### config.mk
export PLATFORM = sky130hd
export DESIGN_NAME = skr_ctrl
export DESIGN_NICKNAME = d
export VERILOG_FILES = /design/src/rtl/core/skr_pkg.sv /design/src/rtl/core/skr_ctrl.sv
export SDC_FILE = /design/constraint.sdc
export NUM_CORES = 1
export LEC_CHECK = 0
export CAP_MARGIN = 0
export CELL_PAD_IN_SITES_DETAIL_PLACEMENT = 0
export CELL_PAD_IN_SITES_GLOBAL_PLACEMENT = 1
export CORE_AREA = 2 2 39 41
export DETAILED_ROUTE_END_ITERATION = 10
export DIE_AREA = 0 0 41 43
export DONT_BUFFER_PORTS = 1
export GPL_TIMING_DRIVEN = 0
export PLACE_DENSITY_LB_ADDON = 0.1
export SYNTH_ARGS = -nofsm -noshare
export SYNTH_HDL_FRONTEND = slang
export SYNTH_SLANG_ARGS = --single-unit
export TNS_END_PERCENT = 50
### constraint.sdc
create_clock -name clock -period 1.2 [get_ports clock]
set_clock_uncertainty 0.05 [all_clocks]
set_input_delay 0.12 -clock clock [delete_from_list [all_inputs] [get_ports clock]]
set_output_delay 0.12 -clock clock [all_outputs]
set_load 0.05 [all_outputs]
### src/rtl/core/skr_pkg.sv
`timescale 1ns / 1ps

package skr_pkg;

   localparam int COORD_W = 15;
   localparam int POS_W = 14;
   localparam int MAX_SEG = 64;
   localparam int IDX_W = $clog2(MAX_SEG);
   // holds the segment count and the pre-merge list length (up to MAX_SEG + 2)
   localparam int CNT_W = $clog2(MAX_SEG + 3);
   localparam int CSR_IDX_W = 4;

   localparam logic [COORD_W-1:0] COORD_LIMIT = COORD_W'(1 << (COORD_W - 1));
   localparam logic [COORD_W-1:0] ATLAS_RESET = COORD_W'(256);

   localparam logic [CSR_IDX_W-1:0] CSR_ATLAS_WIDTH = CSR_IDX_W'(0);
   localparam logic [CSR_IDX_W-1:0] CSR_ATLAS_HEIGHT = CSR_IDX_W'(1);

   localparam logic [1:0] STAT_OK = 2'd0;
   localparam logic [1:0] STAT_NOFIT = 2'd1;
   localparam logic [1:0] STAT_FULL = 2'd2;

   localparam int OP_W = 4;
   localparam logic [OP_W-1:0] OP_NONE = 4'd0;
   localparam logic [OP_W-1:0] OP_INIT = 4'd1;
   localparam logic [OP_W-1:0] OP_RESTART = 4'd2;
   localparam logic [OP_W-1:0] OP_NOFIT = 4'd3;
   localparam logic [OP_W-1:0] OP_SCAN_START = 4'd4;
   localparam logic [OP_W-1:0] OP_SCAN_STEP = 4'd5;
   localparam logic [OP_W-1:0] OP_BUILD_START = 4'd6;
   localparam logic [OP_W-1:0] OP_PREFIX = 4'd7;
   localparam logic [OP_W-1:0] OP_NEWTOP = 4'd8;
   localparam logic [OP_W-1:0] OP_TRIM = 4'd9;
   localparam logic [OP_W-1:0] OP_SUFFIX = 4'd10;
   localparam logic [OP_W-1:0] OP_FLUSH = 4'd11;
   localparam logic [OP_W-1:0] OP_FINISH = 4'd12;

   typedef struct packed {
      logic [COORD_W-1:0] left;
      logic [COORD_W-1:0] top;
      logic [COORD_W-1:0] span;
   } seg_type;

   localparam int SEG_W = $bits(seg_type);

   typedef struct packed {
      logic [OP_W-1:0] op;
   } cmd_type;

   typedef struct packed {
      logic dims_zero;
      logic scan_done;
      logic found;
      logic best_zero;
      logic prefix_last;
      logic trim_exit;
      logic trim_cut;
      logic suffix_end;
   } sts_type;

   function automatic logic [COORD_W-1:0] clamp_dim(input logic [COORD_W-1:0] v);
      return (v > COORD_LIMIT) ? COORD_LIMIT : v;
   endfunction

endpackage

### src/rtl/core/skr_ctrl.sv
`timescale 1ns / 1ps

module skr_ctrl (
   input  logic             clock,
   input  logic             reset,
   input  logic             start,
   input  logic             req_action,
   input  skr_pkg::sts_type sts,
   output skr_pkg::cmd_type cmd,
   output logic             busy
);

   localparam logic [3:0] ST_INIT = 4'd0;
   localparam logic [3:0] ST_IDLE = 4'd1;
   localparam logic [3:0] ST_SCAN = 4'd2;
   localparam logic [3:0] ST_PICK = 4'd3;
   localparam logic [3:0] ST_PREFIX = 4'd4;
   localparam logic [3:0] ST_NEWTOP = 4'd5;
   localparam logic [3:0] ST_TRIM = 4'd6;
   localparam logic [3:0] ST_SUFFIX = 4'd7;
   localparam logic [3:0] ST_FLUSH = 4'd8;
   localparam logic [3:0] ST_FINISH = 4'd9;

   logic [3:0] state_ff;
   logic [3:0] state_in;

   always_comb begin
      state_in = state_ff;
      cmd.op = skr_pkg::OP_NONE;
      case (state_ff)
         ST_INIT: begin
            cmd.op = skr_pkg::OP_INIT;
            state_in = ST_IDLE;
         end
         ST_IDLE: begin
            if (start) begin
               if (!req_action) begin
                  cmd.op = skr_pkg::OP_RESTART;
               end else if (sts.dims_zero) begin
                  cmd.op = skr_pkg::OP_NOFIT;
               end else begin
                  cmd.op = skr_pkg::OP_SCAN_START;
                  state_in = ST_SCAN;
               end
            end
         end
         ST_SCAN: begin
            cmd.op = skr_pkg::OP_SCAN_STEP;
            if (sts.scan_done) begin
               state_in = ST_PICK;
            end
         end
         ST_PICK: begin
            if (sts.found) begin
               cmd.op = skr_pkg::OP_BUILD_START;
               state_in = sts.best_zero ? ST_NEWTOP : ST_PREFIX;
            end else begin
               cmd.op = skr_pkg::OP_NOFIT;
               state_in = ST_IDLE;
            end
         end
         ST_PREFIX: begin
            cmd.op = skr_pkg::OP_PREFIX;
            if (sts.prefix_last) begin
               state_in = ST_NEWTOP;
            end
         end
         ST_NEWTOP: begin
            cmd.op = skr_pkg::OP_NEWTOP;
            state_in = ST_TRIM;
         end
         ST_TRIM: begin
            cmd.op = skr_pkg::OP_TRIM;
            if (sts.trim_exit || sts.trim_cut) begin
               state_in = ST_SUFFIX;
            end
         end
         ST_SUFFIX: begin
            cmd.op = skr_pkg::OP_SUFFIX;
            if (sts.suffix_end) begin
               state_in = ST_FLUSH;
            end
         end
         ST_FLUSH: begin
            cmd.op = skr_pkg::OP_FLUSH;
            state_in = ST_FINISH;
         end
         ST_FINISH: begin
            cmd.op = skr_pkg::OP_FINISH;
            state_in = ST_IDLE;
         end
         default: begin
            state_in = ST_INIT;
         end
      endcase
   end

   always_ff @(posedge clock) begin
      if (reset) begin
         state_ff <= ST_INIT;
      end else begin
         state_ff <= state_in;
      end
   end

   assign busy = (state_ff != ST_IDLE);

endmodule

==> flow_metrics.tcl, run 1 <==
set metrics [dict create \
    p_sw_share_pct 52.6 \
    syn-cell-area_sq_um 424 \
    area_delta_synth_final_pct 50.1 \
    routed_wirelength_um 1290 \
    seq_area_frac_synth_pct 18.9 \
    yosysWarnings 0 \
    ios 17 \
    fillers 144 \
    syn_inst 57 \
    start_util_pct 30.7 \
    critPathRequiredTime_ns 1.03 \
    seq_area_sq_um 92.6 \
    syn-num-nets 69 \
    grt_use_total_pct 17.1 \
    crit_type "flip-flop to primary output" \
    path_max_fanout 6 \
    synth_area_leaders "dfxtp_1, o21ai_0, buf_6, or2b_1, a21oi_1" \
    layout_setup_ws_ns -0.343 \
    diodes 0 \
    drc 0 \
    grt_pass1_wl_um 2030 \
    final_area_sq_um 637 \
    synth_area_per_cell_sq_um 7.44 \
    cp-start-kind "flip-flop" \
    max_slew.worst_pin.slew_ns 0.601 \
    die_h_um 43 \
    stdcell_count 83 \
    cp_slowest_cell "o31ai_4" \
    maxCapViolCount 0 \
    clockBufferDepth 2 \
    htreeDepth 1 \
    dieArea_sq_mm 0.00176 \
    cts_tree "yes" \
    slew_headroom_pct 60.0 \
    holdWs_ns 0.0751 \
    final_common_cell "buf_4" \
    synth_top_area_share_pct 18.9 \
    r2r_start "state_ff[2]$_SDFFE_PP0P_" \
    ir_worst_vdd_mv 1.29 \
    num_rows 14 \
    violations "setup timing" \
    largest-register "state_ff" \
    leakagePower_nw 0.238 \
    placed_cell_area_sq_um 488 \
    place_inst 73 \
    layout_common_cells "buf_4, o21ai_0" \
    p_seq_share_pct 17.2 \
    path_cells "buf_6 -> inv_6 -> a21oi_4 -> o31ai_4" \
    vias 489 \
    place.port_buffers 0 \
    fmax_ghz 0.648 \
    grt_pass1_vias 450 \
    post_drt_wl_per_cell_um 15.5 \
    rsz0062_at_grt "true" \
    period_minus_slack_ns 1.54 \
    ant_nets 0 \
    clkPwrFrac_pct 11.6 \
    yosys.area.top_type "dfxtp_1" \
    max_stage_delay_ns 0.56 \
    first_pass_iters 4 \
    powerDensity_mw_per_mm2 2220 \
    numCtsBuffers 3 \
    largest_registers "state_ff x4" \
    place.gp.congestion 0.699 \
    power_switching_mw 0.744 \
    endpoint_kind "primary output" \
    slew_violations 0 \
    clkSinkCount 4 \
    hold_class "primary input to flip-flop" \
    vias_per_cell 5.89 \
    cts-root-buf "clkbuf_4" \
    synth.distinct_cells 30 \
    cp.arrival_ns 1.37 \
    core-area_sq_mm 0.00138 \
    postLayoutCoreUtil_pct 46.0 \
    hold_start "sts[0]" \
    ys_seq_elements 4 \
    final_nets 81 \
    cts.clk_slew.worst_paths_ns 0.04 \
    comb_power_share_pct 71.1 \
    largest_reg_flops 4 \
    drt-initial-drc-count 17 \
    status "finished, violations left" \
    p_total_mw 1.42 \
    grt_start_max_net_pins 11 \
    dp_hpwl_um 907 \
    antenna_found_initial 0 \
    finalSetupViolCount 7 \
    multi_input_area_sq_um 369 \
    die_w_um 41 \
    finalHoldViolCount 0 \
    finalCritPeriodShare_pct 129 \
    grt_overflow 0 \
    drive_gt1_share_pct 44.8 \
    clk_latency_ns 0.23 \
    p_int_mw 0.671 \
    cp-startpoint "state_ff[1]$_SDFFE_PP0P_" \
]
[synthesized netlist by cell type]
cell,count
o22ai_1,1
nand4b_1,1
nor4b_1,1
or2b_1,3
inv_1,5
nand2_1,1
o32a_2,1
a21boi_0,1
o2111a_1,1
nand3_2,1
nand3_1,2
buf_2,2
a31oi_1,1
nor4_1,2
o21ai_0,6
nor2b_1,2
a32o_1,1
or3_1,1
o31ai_1,2
and3b_1,2
o21bai_1,1
a211o_1,1
nand2b_1,1
buf_6,2
a311oi_1,1
and4b_1,1
dfxtp_1,4
a21oi_1,4
nor3_1,2
nor2_1,3
[logic make-up (layout without fill, tap and decap cells)]
family / after synthesis / after routing / share of synthesized area [%]
and+or+nand+nor: 23 / 23 / 35.4
AOI/OAI and AO/OA: 21 / 21 / 33.6
buffers and inverters: 9 / 19 / 12.1
DFF: 4 / 4 / 18.9
[per-layer routing]
metal	GRT usage, %	share of wire [%]
met2	25.3	52
met1	21.7	41
met4	12.0	0
met5	0	0
met3	2.09	6.4
[through the flow]
step	setup TNS, ns	setup slack, ns
after detailed placement	-0.530	-0.147
after global routing	-1.90	-0.361
after CTS	-1.56	-0.346
after floorplan	-0.0671	-0.0590
final	-1.51	-0.343
after global placement	-0.587	-0.169
[power by group through the flow]
stage	combinational [mW]	clock, mW	sequential (mW)
floorplan	0.749	0	0.218
global placement	0.843	0	0.233
detailed placement	0.836	0	0.231
CTS	0.897	0.174	0.238
global route	1.05	0.177	0.252
finish	1.01	0.165	0.244
[critical path: cells and delay by family (launching register included)]
family	cells	cell delay (ns)
compound gates	2	0.61
flops	1	0.32
buf+inv	2	0.19
[repair_timing]
action | CTS | global route
endpoints found under the hold margin | 3 | 0
hold buffers | 1 | 0
buffers inserted | 4 | 2
resized for setup | 3 | 15
setup endpoints to repair | 6 | 7
pin swaps | 4 | 5
[area by class of cell]
class | count | share of cell area, %
multi-input cells | 44 | 58.0
well taps | 16 | 3.14
repair buffers | 7 | 8.64
clock buffers | 3 | 3.54
plain buffers | 4 | 7.66
flip-flops and latches | 4 | 14.5
inverters | 5 | 4.52
[final timing paths]
| check | end | slack, ns | depth (start not counted) |
|---|---|---|---|
| worst max register to register | state_ff[0]$_SDFFE_PP0P_ | -0.16 | 5 |
| worst min register to register | state_ff[3]$_SDFFE_PP0P_ | 0.52 | 2 |
| worst max-delay path | cmd[1] | -0.34 | 4 |
| worst min-delay path | state_ff[1]$_SDFFE_PP0P_ | 0.08 | 2 |
(Power assumes the default switching activity.)
==> inputs of run 2 (changes only) <==
Settings changed: CTS_BUF_LIST from default to sky130_fd_sc_hd__clkbuf_4 sky130_fd_sc_hd__clkbuf_8 sky130_fd_sc_hd__clkbuf_16, SETUP_SLACK_MARGIN from default to 0.15, SLEW_MARGIN from default to 0.
==> flow_metrics.tcl, run 2 (synthesis gave the netlist of run 1 again) <==
set metrics [dict create \
    status "finished, violations left" \
    violations "setup timing" \
    grt_pass1_vias 447 \
    grt_overflow 0 \
    ir_worst_vdd_mv 1.01 \
    rsz0062_at_grt "true" \
    crit_type "flip-flop to primary output" \
    layout_setup_ws_ns -0.314 \
    stdcell_count 83 \
    grt_pass1_wl_um 2080 \
    cp_slowest_cell "o31ai_4" \
    core-area_sq_mm 0.00138 \
    place.port_buffers 0 \
    ios 17 \
    first_pass_iters 4 \
    critPathRequiredTime_ns 1.03 \
    powerDensity_mw_per_mm2 2250 \
    numCtsBuffers 3 \
    clk_latency_ns 0.24 \
    cp-start-kind "flip-flop" \
    crit_buf_inv 1 \
    antenna_found_initial 0 \
    max_slew.worst_pin.slew_ns 0.591 \
    cts.clk_slew.worst_paths_ns 0.04 \
    drt-initial-drc-count 6 \
    slew_violations 0 \
    final_area_sq_um 639 \
    final_nets 81 \
    routed_wirelength_um 1300 \
    place.gp.congestion 0.679 \
    die_w_um 41 \
    slew_headroom_pct 60.7 \
    place_inst 73 \
    htreeDepth 1 \
    vias_per_cell 5.81 \
    postLayoutCoreUtil_pct 46.2 \
    dp_hpwl_um 886 \
    fillers 142 \
    finalSetupViolCount 6 \
    start_util_pct 30.7 \
    period_minus_slack_ns 1.51 \
    cts-root-buf "clkbuf_4" \
    dieArea_sq_mm 0.00176 \
    largest_reg_flops 4 \
    path_max_fanout 6 \
    endpoint_kind "primary output" \
    cts_tree "yes" \
    num_rows 14 \
    area_delta_synth_final_pct 50.7 \
    cp.arrival_ns 1.34 \
    die_h_um 43 \
    crit_family "compound AO/OA/AOI/OAI gates" \
    diodes 0 \
    maxCapViolCount 0 \
    path_cells "inv_6 -> a311oi_4 -> o31ai_4" \
    leakagePower_nw 0.238 \
    pre_cts_slack_ns -0.157 \
    grt_start_max_net_pins 11 \
    clockBufferDepth 2 \
    largest_registers "state_ff x4" \
    drive_gt1_share_pct 46.3 \
    vias 482 \
    post_drt_wl_per_cell_um 15.6 \
    p_total_mw 1.44 \
    finalCritPeriodShare_pct 126 \
    placed_cell_area_sq_um 488 \
    max_stage_delay_ns 0.55 \
    clkSinkCount 4 \
    drc 0 \
    largest-register "state_ff" \
    fmax_ghz 0.660 \
    grt_use_total_pct 17.8 \
    finalHoldViolCount 0 \
    layout_common_cells "buf_6, o21ai_0, buf_4" \
    ant_nets 0 \
    final_common_cell "buf_6" \
    hold_class "primary input to flip-flop" \
]
## run 2: cell counts in the layout (fill, tap and decap cells not counted)
Identical to the previous run, type by type.
## run 2: where the power goes
part	internal [mW]	switching, mW
logic	0.381	0.634
registers	0.186	0.0686
clock network	0.112	0.0575
## run 2: metal layers
layer | GRT usage [%] | up-vias | share of wire [%]
met2 | 23.8 | 14 | 49
met3 | 2.62 | 2 | 5.0
met4 | 14.0 | 0 | 0.62
li1 | - | 238 | -
met1 | 24.3 | 228 | 45
met5 | 0 | - | 0
## run 2: area by class of cell
| cell class | count | area, sq um | area share [%] |
|---|---|---|---|
| multi-input cells | 44 | 379 | 59.3 |
| flip-flops and latches | 4 | 90.1 | 14.1 |
| repair buffers | 7 | 56.3 | 8.81 |
| plain buffers | 4 | 45.0 | 7.05 |
| inverters | 5 | 26.3 | 4.11 |
| clock buffers | 3 | 22.5 | 3.52 |
| well taps | 16 | 20.0 | 3.13 |
## run 2: path summary, 6_finish.rpt
check	start	end	slack [ns]	cells past startpoint
max	state_ff[2]$_SDFFE_PP0P_	cmd[1]	-0.31	3
min	sts[0]	state_ff[1]$_SDFFE_PP0P_	0.05	2
max reg2reg	state_ff[2]$_SDFFE_PP0P_	state_ff[0]$_SDFFE_PP0P_	-0.08	5
min reg2reg	state_ff[3]$_SDFFE_PP0P_	state_ff[3]$_SDFFE_PP0P_	0.55	2
## run 2: stage by stage
step | hold slack (ns) | setup TNS, ns
6_report | 0.0516 | -1.25
5_1_grt | 0.0761 | -1.70
4_1_cts | 0.0435 | -1.45
3_5_place_dp | 0.142 | -0.530
3_3_place_gp | 0.142 | -0.583
2_1_floorplan | 0.139 | -0.0671
## run 2: repair_timing
item | in CTS | in global routing
gates resized for setup | 14 | 4
hold buffers | 1 | 0
cloned | 1 | 0
buffers inserted | 3 | 2
pin swaps | 5 | 2
endpoints found under the setup margin | 8 | 9
hold endpoints to repair | 3 | 0
==> inputs of run 3 (changes only) <==
Settings changed: REMOVE_ABC_BUFFERS from default to 1.
==> flow_metrics.tcl, run 3 (synthesis gave the netlist of run 1 again) <==
set metrics [dict create \
    status "finished, violations left" \
    violations "setup timing" \
    htreeDepth 1 \
    cts-root-buf "clkbuf_4" \
    grt_pass1_vias 489 \
    antenna_found_initial 0 \
    diodes 0 \
    final_common_cell "buf_4" \
    final_nets 81 \
    r2r_start "state_ff[3]$_SDFFE_PP0P_" \
    first_pass_iters 4 \
    die_h_um 43 \
    place.gp.congestion 0.705 \
    placed_cell_area_sq_um 417 \
    hold_class "primary input to flip-flop" \
    drt-initial-drc-count 7 \
    place.port_buffers 0 \
    powerDensity_mw_per_mm2 2120 \
    finalSetupViolCount 7 \
    rsz0062_at_grt "true" \
    clkSinkCount 4 \
    endpoint_kind "primary output" \
    grt_pass1_wl_um 2080 \
    post_drt_wl_per_cell_um 16.1 \
    power_switching_mw 0.721 \
    ir_worst_vdd_mv 0.771 \
    grt_start_max_net_pins 11 \
    die_w_um 41 \
    largest_registers "state_ff x4" \
    slew_headroom_pct 60.7 \
    grt_use_total_pct 17.2 \
    p_total_mw 1.33 \
    start_util_pct 30.7 \
    ios 17 \
    num_rows 14 \
    p_sw_share_pct 54.3 \
    largest_reg_flops 4 \
    comb_power_share_pct 64.7 \
    clk_latency_ns 0.23 \
    cp-startpoint "state_ff[1]$_SDFFE_PP0P_" \
    grt_overflow 0 \
    vias_per_cell 5.81 \
    period_minus_slack_ns 1.46 \
    layout_setup_ws_ns -0.256 \
    core-area_sq_mm 0.00138 \
    hold_start "sts[0]" \
    area_delta_synth_final_pct 48.1 \
    drive_gt1_share_pct 49.3 \
    ant_nets 0 \
    final_area_sq_um 628 \
    numCtsBuffers 3 \
    vias 482 \
    cp-start-kind "flip-flop" \
    p_int_mw 0.608 \
    clkPwrFrac_pct 12.3 \
    dieArea_sq_mm 0.00176 \
    max_slew.worst_pin.slew_ns 0.591 \
    slew_violations 0 \
    clockBufferDepth 2 \
    max_stage_delay_ns 0.54 \
    finalCritPeriodShare_pct 121 \
    dp_hpwl_um 765 \
    fmax_ghz 0.687 \
    stdcell_count 83 \
    crit_type "flip-flop to primary output" \
    path_max_fanout 8 \
    drc 0 \
    place_inst 69 \
    postLayoutCoreUtil_pct 45.4 \
    leakagePower_nw 0.234 \
    cts_tree "yes" \
    critPathRequiredTime_ns 1.03 \
    finalHoldViolCount 0 \
    largest-register "state_ff" \
    layout_common_cells "buf_4, dfxtp_4" \
    cp.arrival_ns 1.29 \
    routed_wirelength_um 1340 \
    cts.clk_slew.worst_paths_ns 0.04 \
    path_cells "inv_4 -> a21oi_2 -> o31ai_4" \
    p_seq_share_pct 23.0 \
    maxCapViolCount 0 \
    cp_slowest_cell "o31ai_4" \
]
run 3: cell types whose count changed in the layout (fill, tap and decap cells not counted), moves of 2 or more:
cell / before / now
buf_4: 4 / 7
buf_6: 5 / 2
dfxtp_2: 2 / 0
dfxtp_4: 2 / 4
nor4_2: 0 / 2
run 3: power groups by stage:
stage	clock network (mW)	registers, mW	logic, mW
floorplan	0	0.256	0.547
global placement	0	0.288	0.586
detailed placement	0	0.292	0.607
CTS	0.168	0.299	0.848
global route	0.171	0.319	0.916
finish	0.164	0.305	0.860
run 3: layer usage:
metal / GRT usage (%) / vias to the layer above / wire (um)
met5: 0 / - / 0
met4: 8.00 / 0 / 0
met3: 1.05 / 0 / 80
met2: 26.9 / 15 / 659
met1: 22.8 / 231 / 596
li1: - / 236 / -
run 3: final cells by class:
type | count | area, sq um
fill | 136 | 756
timing repair buffer | 11 | 90.1
clock buffer | 3 | 22.5
tap | 16 | 20.0
inverter | 5 | 23.8
sequential | 4 | 95.1
multi-input combinational | 44 | 377
run 3: path summary, 6_finish.rpt:
path / endpoint / slack, ns / cells past startpoint
max: cmd[1] / -0.26 / 3
min: state_ff[1]$_SDFFE_PP0P_ / 0.05 / 2
max reg2reg: state_ff[0]$_SDFFE_PP0P_ / -0.11 / 4
min reg2reg: state_ff[3]$_SDFFE_PP0P_ / 0.59 / 3
run 3: worst max-delay path: cells and delay by family (launching register included):
| family | cells | cell delay (ns) |
|---|---|---|
| AO/OA/AOI/OAI | 2 | 0.60 |
| flip-flops | 1 | 0.38 |
| buffers and inverters | 1 | 0.07 |
run 3: timing repair:
item,CTS,global route
endpoints found under the hold margin,3,0
setup endpoints to repair,9,9
gates resized for setup,31,4
pin swaps,5,3
buffers inserted,10,0
hold buffers,1,0
run 3: stage by stage:
step	hold slack [ns]	worst slack, ns	setup TNS [ns]
floorplan	0.139	-0.802	-1.98
global placement	0.144	-0.977	-3.00
detailed placement	0.143	-0.563	-2.34
CTS	0.0498	-0.257	-1.23
global route	0.0816	-0.294	-1.53
finish	0.0492	-0.256	-1.19
